===== src/rtl/mhpq_pkg.sv =====
// Package for the min-heap priority queue: sizes, status codes and the
// structs passed between the top level and the queue cells. No dependencies.

package mhpq_pkg;

	localparam int HEAP_DEPTH = 64;
	localparam int KEY_WIDTH  = 32;
	localparam int CNT_W      = $clog2(HEAP_DEPTH + 1);
	localparam int OUT_CNT_W  = 7;
	localparam int OUT_KEY_W  = 32;

	typedef logic signed [KEY_WIDTH-1:0] key_t;
	typedef logic [CNT_W-1:0] cnt_t;

	typedef enum logic [1:0] {
		ST_OK    = 2'd0,
		ST_FULL  = 2'd1,
		ST_EMPTY = 2'd2
	} status_t;

	typedef enum logic {
		OP_PUSH = 1'b0,
		OP_POP  = 1'b1
	} op_t;

	// Command broadcast to every cell in the cycle of an accepted transaction.
	typedef struct packed {
		logic push;
		logic pop;
		key_t key;
	} cell_cmd_t;

	// What one cell shows its neighbors.
	typedef struct packed {
		logic valid;
		logic less;   // broadcast key sorts before this cell's key
		key_t key;
	} cell_view_t;

endpackage


===== src/rtl/mhpq_cell.sv =====
// One slot of the sorted queue chain. Holds a key and a valid bit and
// trades keys with its left and right neighbors. Depends on mhpq_pkg.

module mhpq_cell (
	input  logic                clk,
	input  logic                arst_n,
	input  mhpq_pkg::cell_cmd_t cmd,
	input  mhpq_pkg::cell_view_t left,
	input  mhpq_pkg::cell_view_t right,
	output mhpq_pkg::cell_view_t view
);
	import mhpq_pkg::*;

	logic valid_q;
	key_t key_q;

	// An empty slot counts as +infinity.
	assign view.valid = valid_q;
	assign view.key   = key_q;
	assign view.less  = !valid_q || (cmd.key < key_q);

	always_ff @(posedge clk or negedge arst_n) begin
		if (!arst_n) begin
			valid_q <= 1'b0;
		end else if (cmd.push) begin
			if (left.less) begin
				valid_q <= left.valid;
			end else if (view.less) begin
				valid_q <= 1'b1;
			end
		end else if (cmd.pop) begin
			valid_q <= right.valid;
		end
	end

	// Shift in from the left where the new key lands further left,
	// drop the new key in here at the insertion point, shift left on pop.
	always_ff @(posedge clk) begin
		if (cmd.push) begin
			if (left.less) begin
				key_q <= left.key;
			end else if (view.less) begin
				key_q <= cmd.key;
			end
		end else if (cmd.pop) begin
			key_q <= right.key;
		end
	end

endmodule


===== config.mk =====
export PLATFORM = sky130hd
export DESIGN_NAME = mhpq_cell
export DESIGN_NICKNAME = d
export VERILOG_FILES = /design/src/rtl/mhpq_pkg.sv /design/src/rtl/mhpq_cell.sv
export SDC_FILE = /design/constraint.sdc
export NUM_CORES = 1
export LEC_CHECK = 0
export ABC_AREA = 1
export BUFFER_PORTS_ARGS = -buffer_cell sky130_fd_sc_hd__buf_2
export CORE_MARGIN = 1
export CORE_UTILIZATION = 45
export DETAILED_ROUTE_END_ITERATION = 16
export GPL_ROUTABILITY_DRIVEN = 0
export PLACE_DENSITY = 0.81
export SETUP_SLACK_MARGIN = 0.4
export SLEW_MARGIN = 20
export SYNTH_ARGS = -nofsm -noshare
export SYNTH_HDL_FRONTEND = slang
export SYNTH_SLANG_ARGS = --single-unit

===== constraint.sdc =====
create_clock -name clk -period 3.2 [get_ports clk]
set_input_delay 0.8 -clock clk [delete_from_list [all_inputs] [get_ports clk]]
set_output_delay 0.8 -clock clk [all_outputs]
set_load 0.02 [all_outputs]

==> impl_metrics.csv, run 1 <==
group,metric,value,unit
timing,layout_min_cycle_time,2900,ps
timing,rsz0062_at_grt,"yes",
synth,ys_warn_count,0,
synth,ys_types,22,
grt,grt_max_degree,34,
setup_path,path_class,"in -> out",
floorplan,io_pins,138,
synth,syn_inst,320,
floorplan,die_w,76.0,um
detailed_routing,final_antenna_net_count,0,
setup_path,r2r_start,"key_q[3]",
synth,synth_top_area_frac,0.390,
detailed_routing,drt-met1-wl,2870,um
synth,syn-num-nets,455,
floorplan,die_h,76.0,um
timing,timing.fmax,345,MHz
clock_tree,cts_tree,"done",
detailed_routing,route.top_layer_used,"met4",
synth,netlist_top_cells_area,"edfxtp_1 39%, nand2_1 20%, ha_1 16%",
detailed_routing,routedWlPerCell,12.7,um
timing,finClkSkew,3.60,ps
grt,antenna_found_initial,0,
synth,async_flop_share,0.0303,
grt,grt_overflow,0,
detailed_routing,wirelength,6730,um
timing,hold_violations,0,
synth,synth_enable_flop_cells,32,
setup_path,required,2400,ps
synth,yosysMostFrequentCell,"nand2_1",
setup_path,cp-startpoint,"cmd[14]",
hold_path,hold_path_class,"in -> async",
floorplan,num_rows,26,
final_layout,syn_to_final_growth,44.5,%
clock_tree,cts_buffers,5,
power_and_ir_drop,p_leak,1.85,nW
detailed_routing,routed_via_density,4.82,
placement,port_buffers,136,
clock_tree,clock_path_buffers,2,
clock_tree,clk_pin_slew,70,ps
setup_path,endpoint_kind,"output port",
synth,synth-seq-cells,33,
detailed_routing,firstDrtPassIters,4,
detailed_routing,met2_length,3420,um
timing,max-slew-margin-rel,0.484,
detailed_routing,wl_met3,351,um
timing,post-route-period-util,0.906,
run,cap_violations,0,
detailed_routing,vias,2551,
synth,synth-main-ff-cell,"edfxtp_1",
timing,setup_violations,0,
synth,syn_area,2460,um^2
detailed_routing,drt_iter0_markers,120,
setup_path,worstPathMaxFanout,2,
synth,synth_seq_area_share,0.401,
final_layout,finalNonFillerCells,529,
synth,syn_area_per_cell,7.69,um^2
timing,slew_violations,0,
grt,grtUsageTotal,0.240,
floorplan,die_area,5770,um^2
clock_tree,clk_latency,280,ps
status,outcome,"finished, final reports clean",
final_layout,final_util,0.688,
clock_tree,cts.sinks,33,
floorplan,initial_core_util,0.476,
synth,synth_common_cells,"129 x nand2_1, 43 x inv_1, 37 x nand3_1, 32 x edfxtp_1, 31 x ha_1",
final_layout,layout.nets,593,
power_and_ir_drop,p_per_area,395,nW/um^2
timing,fin_setup_tns,0,ps
final_layout,drive_above_1_share,0.403,
clock_tree,root_buffer,"clkbuf_8",
placement,dp.cells,520,
grt,grt_pass1_wl,11100,um
grt,grt_pass1_vias,2494,
power_and_ir_drop,p_total,0.00141,W
placement,dp_hpwl,5010,um
floorplan,core_area,5170,um^2
clock_tree,htree_num_levels,2,
setup_path,startpoint_type,"primary input",
detailed_routing,drc_errors,0,
setup_path,cp_data_arrival_time,2100,ps
power_and_ir_drop,vdd_ir_drop_max,0.000213,V
final_layout,diodes,0,
timing,worst_slew_pin_slew,773,ps
synth,yosys.area.top_type,"edfxtp_1",
timing,hold_ws,277,ps
clock_tree,hold_buffers,0,
## power by group
group          switching, W  internal (W)
registers         0.0000264      0.000542
clock network      0.000152      0.000155
logic              0.000308      0.000222
## per-layer routing
| metal | vias to the layer above | track usage |
|---|---|---|
| met5 | - | 0 |
| met4 | 0 | 0.0654 |
| met3 | 8 | 0.0554 |
| met2 | 90 | 0.439 |
| met1 | 1140 | 0.279 |
| li1 | 1313 | - |
## layout by cell type, fill, tap and decap left out
cell type   count
buf_6           1
a21oi_1         8
a21oi_2         7
nor2_2          2
nor2_4          1
nand2_2         5
nand2_1       126
ha_4           15
buf_2         135
clkinvlp_4      1
nand4_2         1
ha_1           16
dfrtp_1         1
nor3_2          2
clkbuf_1        3
edfxtp_1       32
nor2_1          6
o21ai_0         1
or2_2           1
o22a_1          1
nand3_1        33
o21ai_1         3
nand4_1         1
inv_1          42
nand3_2         4
buf_4           5
o21a_1          1
clkbuf_8        5
## area by class of cell
class | instances | area [um^2]
multi-input cells | 234 | 1510
clock buffers | 8 | 80.1
fillers | 444 | 1620
repair buffers | 141 | 724
well taps | 70 | 87.6
flip-flops and latches | 33 | 986
inverters | 43 | 165
## logic make-up after synthesis
logic type / synth area share
buffers and inverters: 0.0824
adders and majority gates: 0.158
and+or+nand+nor: 0.314
DFF: 0.401
AOI/OAI and AO/OA: 0.0452
## per-stage QoR
stage / area [um^2] / setup WS, ps
after floorplan: 2460 / 495
after global placement: 3220 / 206
after detailed placement: 3220 / 190
after CTS: 3530 / 304
after global routing: 3560 / 224
final: 3560 / 302
## state kept, by name, indices dropped and copies added (netlist names)
name	flops
key_q	32
valid_q	1
## critical path, cell delays in order
cell and delay, ps:
buf_2 110, ha_1 290, nand2_1 80, inv_1 50
nand3_2 70, inv_1 60, a21oi_2 140, nand2_2 70
nand2_2 70, nand2_1 60, nand2_2 80, nand3_2 60
buf_6 140
## path summary, 6_finish.rpt
path                             end  slack, ps  cells after the start
max                         view[32]        300                     13
min                          valid_q        280                      1
max reg2reg                key_q[12]        900                     18
min reg2reg                  valid_q        560                      2
max in group asynchronous    valid_q       2840                      1
min in group clk             valid_q        560                      2
## timing repair
action,CTS,global route
resized for setup,29,4
pin swaps,20,2
buffers inserted,1,0
setup endpoints to repair,1,1
Note: power is estimated with default switching activity, not from simulation.
==> run 2, diff against run 1 <==
- CORE_MARGIN: 1 -> 8
==> impl_metrics.csv, run 2 (synthesized netlist as in run 1, its figures left out) <==
group,metric,value,unit
detailed_routing,wirelength,7850,um
timing,post-route-period-util,0.906,
setup_path,r2r-end,"key_q[8]",
final_layout,seq_area,986,um^2
floorplan,initial_core_util,0.455,
status,outcome,"finished, final reports clean",
grt,grtUsageTotal,0.181,
detailed_routing,routedWlPerCell,14.8,um
run,cap_violations,0,
clock_tree,cts_tree,"done",
final_layout,final_area,3760,um^2
detailed_routing,vias,2634,
placement,dp.cells,521,
setup_path,crit_family,"simple AND/OR/NAND/NOR gates",
clock_tree,htree_num_levels,2,
timing,hold_violations,0,
final_layout,reg_top3,"key_q: 32 flops, valid_q: 1 flops",
detailed_routing,final_antenna_net_count,0,
floorplan,die_area,8090,um^2
setup_path,worst-path-buf-inv,2,
clock_tree,clock_path_buffers,2,
grt,grt_max_degree,34,
floorplan,core_area,5410,um^2
final_layout,layout.nets,593,
setup_path,worstPathMaxFanout,2,
final_layout,multiInputGateArea,1680,um^2
final_layout,syn_to_final_growth,52.7,%
clock_tree,cts_buffers,5,
timing,max-slew-margin-rel,0.331,
placement,placed_area,3220,um^2
clock_tree,cts.sinks,33,
setup_path,cp_slowest_stage_delay,300,ps
setup_path,path_class,"in -> out",
clock_tree,clk_latency,280,ps
detailed_routing,firstDrtPassIters,4,
grt,grt_pass1_wl,12300,um
power_and_ir_drop,p_total,0.00147,W
final_layout,finalNonFillerCells,530,
placement,dp_hpwl,5860,um
setup_path,cp_data_arrival_time,2100,ps
setup_path,r2r_slack,850,ps
timing,layout_min_cycle_time,2900,ps
clock_tree,root_buffer,"clkbuf_8",
setup_path,cpMaxStageDelayCell,"ha_1",
timing,setup_violations,0,
power_and_ir_drop,p_leak,1.89,nW
timing,finClkSkew,8.95,ps
detailed_routing,drc_errors,0,
final_layout,num-fill-cells,439,
setup_path,r2r_start,"key_q[7]",
timing,fin_setup_tns,0,ps
floorplan,die_w,90.0,um
final_layout,top_register,"key_q",
final_layout,diodes,0,
floorplan,io_pins,138,
detailed_routing,drt_iter0_markers,43,
grt,antenna_found_initial,0,
setup_path,worstRegToRegCells,16,
power_and_ir_drop,vdd_ir_drop_max,0.000253,V
power_and_ir_drop,p_per_area,391,nW/um^2
final_layout,drive_above_1_share,0.456,
setup_path,crit_path_cell_trace,"buf_2 -> ha_1 -> nand2_2 -> nor2_1 -> nor2_1 -> nand3_2 -> a21oi_4 -> nand2_2 -> nand2_2 -> nand3_2 -> buf_6",
final_layout,layout_common_cells,"129 x buf_2, 118 x nand2_1, 39 x inv_1",
setup_path,required,2400,ps
setup_path,cpMostUsedCell,"nand2_2",
floorplan,num_rows,27,
final_layout,final_util,0.695,
timing,slew_violations,0,
placement,port_buffers,136,
grt,grt_overflow,0,
timing,timing.fmax,345,MHz
clock_tree,hold_buffers,0,
final_layout,largest_register_ffs,32,
timing,rsz0062_at_grt,"yes",
clock_tree,clk_pin_slew,70,ps
setup_path,endpoint_kind,"output port",
detailed_routing,routed_via_density,4.97,
grt,grt_pass1_vias,2757,
floorplan,die_h,90.0,um
hold_path,hold_path_class,"in -> async",
final_layout,layout_commonest_cell,"buf_2",
timing,worst_slew_pin_slew,1000,ps
setup_path,startpoint_type,"primary input",
[run 2: cell count changes in the layout (fill, tap and decap cells not counted), moves of 3 or more]
cell / before / now
ha_1: 16 / 10
inv_2: 0 / 3
nand2_4: 0 / 3
ha_4: 15 / 21
a21oi_1: 8 / 3
buf_6: 1 / 6
nand2_2: 5 / 10
inv_1: 42 / 39
nand2_1: 126 / 118
buf_2: 135 / 129
a21oi_2: 7 / 11
[run 2: where the power goes]
part	internal (W)	switching [W]	total [W]
Combinational	0.000264	0.000345	0.000609
Clock	0.000147	0.000146	0.000292
Sequential	0.000543	0.0000270	0.000570
Total	0.000953	0.000518	0.00147
[run 2: routing by layer]
layer | track usage | up-vias | part of all wire
met5 | 0 | - | 0
met4 | 0.0624 | 0 | 0.026
met3 | 0.0565 | 19 | 0.064
met2 | 0.339 | 98 | 0.53
met1 | 0.184 | 1199 | 0.38
li1 | - | 1318 | -
[run 2: area by class of cell]
class                      instances  area share
multi-input combinational        234       0.446
sequential                        33       0.262
timing repair buffer             141       0.204
inverter                          43      0.0439
tap                               72      0.0240
clock buffer                       6      0.0193
clock inverter                     1    0.000999
[run 2: through the flow]
step	hold slack (ps)	setup WS [ps]
after floorplan	503	495
after global placement	526	210
after detailed placement	554	197
after CTS	267	278
after global routing	268	231
final	277	301
[run 2: worst max-delay path by stage]
stage	from	to	slack, ps	cells after the start
after floorplan	cmd[21]	key_q[0]	500	11
after global placement	cmd[5]	view[32]	210	12
after detailed placement	cmd[5]	view[32]	200	13
after CTS	cmd[5]	view[32]	280	13
after global routing	cmd[22]	view[32]	230	11
final	cmd[22]	view[32]	300	11
[run 2: timing repair]
item | 4_1_cts | 5_1_grt
setup buffers | 1 | 1
pin swaps | 23 | 31
resized for setup | 34 | 45
setup endpoints to repair | 1 | 1
==> run 3, diff against run 2 <==
- CORE_UTILIZATION: 45 -> 41
- PLACE_DENSITY: 0.81 -> 0.78
- clock period: 3.2 -> 2.5 ns (I/O delays scaled with it)
==> impl_metrics.csv, run 3 (synthesized netlist as in run 1, its figures left out) <==
group,metric,value,unit
timing,setup_violations,1,
setup_path,endpoint_kind,"output port",
final_layout,syn_to_final_growth,50.8,%
floorplan,core_area,5850,um^2
setup_path,path_class,"reg -> out",
grt,grt_pass1_vias,2625,
timing,hold_violations,0,
power_and_ir_drop,vdd_ir_drop_max,0.000255,V
setup_path,r2r_slack,120,ps
final_layout,layout_common_cells,"134 x buf_2, 126 x nand2_1, 37 x inv_1",
clock_tree,hold_buffers,0,
timing,timing.fmax,391,MHz
status,violations,"setup timing",
setup_path,r2r_start,"key_q[21]",
final_layout,layout_commonest_cell,"buf_2",
detailed_routing,firstDrtPassIters,4,
clock_tree,cts_buffers,5,
clock_tree,root_buffer,"clkbuf_8",
placement,dp_hpwl,6050,um
power_and_ir_drop,p_leak,1.90,nW
final_layout,drive_above_1_share,0.427,
hold_path,hold_path_class,"in -> async",
detailed_routing,drt_iter0_markers,127,
run,cap_violations,0,
detailed_routing,drc_errors,0,
setup_path,critPathCapture,"view[32]",
power_and_ir_drop,p_per_area,526,nW/um^2
clock_tree,cts_tree,"done",
timing,finClkSkew,4.57,ps
detailed_routing,vias,2591,
clock_tree,cts.sinks,33,
timing,setup_slack,-55.3,ps
setup_path,worstPathMaxFanout,2,
final_layout,diodes,0,
timing,slew_violations,0,
clock_tree,htree_num_levels,2,
floorplan,initial_core_util,0.421,
clock_tree,clk_pin_slew,70,ps
final_layout,layout.nets,598,
detailed_routing,final_antenna_net_count,0,
final_layout,top_register,"key_q",
timing,layout_min_cycle_time,2560,ps
detailed_routing,routed_via_density,4.81,
final_layout,reg_top3,"key_q: 32 flops, valid_q: 1 flops",
timing,worst_slew_pin_slew,581,ps
floorplan,die_area,8740,um^2
grt,grt_pass1_wl,11600,um
grt,grt_max_degree,33,
timing,hold_ws,103,ps
final_layout,finalNonFillerCells,539,
timing,fin_setup_tns,-55.3,ps
clock_tree,clock_path_buffers,2,
setup_path,required,1880,ps
setup_path,cp-startpoint,"key_q[21]",
timing,rsz0062_at_grt,"yes",
status,outcome,"finished with violations",
floorplan,die_w,93.5,um
grt,grtUsageTotal,0.165,
placement,port_buffers,136,
grt,grt_overflow,0,
timing,max-slew-margin-rel,0.612,
final_layout,largest_register_ffs,32,
detailed_routing,routedWlPerCell,13.6,um
clock_tree,clk_latency,280,ps
floorplan,die_h,93.5,um
setup_path,cp_data_arrival_time,1930,ps
setup_path,r2r-end,"key_q[10]",
grt,antenna_found_initial,2,
floorplan,io_pins,138,
setup_path,worstRegToRegCells,15,
setup_path,startpoint_type,"flip-flop",
placement,dp.cells,528,
floorplan,num_rows,28,
detailed_routing,wirelength,7360,um
timing,post-route-period-util,1.02,
[run 3: stage by stage]
stage	worst slack (ps)	power [W]	utilization	area, um^2
2_1_floorplan	52.3	0.00115	-	2740
3_3_place_gp	-33.7	0.00138	0.602	3520
3_5_place_dp	-53.3	0.00141	0.602	3520
4_1_cts	0.276	0.00198	0.633	3700
5_1_grt	-198	0.00209	0.635	3710
6_report	-55.3	0.00195	0.635	3710
[run 3: critical path, stage by stage (launching register included)]
cell	delay, ps
edfxtp_1	410
inv_2	90
ha_4	200
a21oi_2	110
nor2_1	50
nor2_1	90
nand3_1	130
a21oi_2	220
nand2_2	70
nand2_2	80
nand3_2	60
buf_6	140
[run 3: worst min path at each step]
stage,startpoint,to,slack (ps),cells after the start
after floorplan,arst_n,valid_q,330,0
after global placement,arst_n,valid_q,400,1
after detailed placement,arst_n,valid_q,400,1
after CTS,arst_n,valid_q,90,1
after global routing,arst_n,valid_q,80,1
final,arst_n,valid_q,100,1
[run 3: metal layers]
layer	vias up	part of all wire	track usage
met5	-	0.0029	0
met4	4	0.0090	0.0416
met3	11	0.11	0.0665
met2	107	0.50	0.308
met1	1142	0.38	0.165
li1	1327	-	-
[run 3: layout make-up]
| class | count | area (um^2) |
|---|---|---|
| clock buffers | 7 | 86.3 |
| clock inverters | 1 | 30.0 |
| fillers | 548 | 2140 |
| inverters | 43 | 165 |
| multi-input cells | 234 | 1560 |
| flip-flops and latches | 33 | 986 |
| well taps | 75 | 93.8 |
| repair buffers | 146 | 791 |
[run 3: timing repair]
item	in CTS	in global routing
endpoints found under the setup margin	33	33
pin swaps	6	4
setup buffers	2	1
gates cloned	0	0
gates resized for setup	19	1
[run 3: where the power goes]
part / total, W / internal (W) / switching, W
Sequential: 0.000729 / 0.000694 / 0.0000347
Combinational: 0.000698 / 0.000301 / 0.000397
Clock: 0.000526 / 0.000325 / 0.000201
Total: 0.00195 / 0.00132 / 0.000633
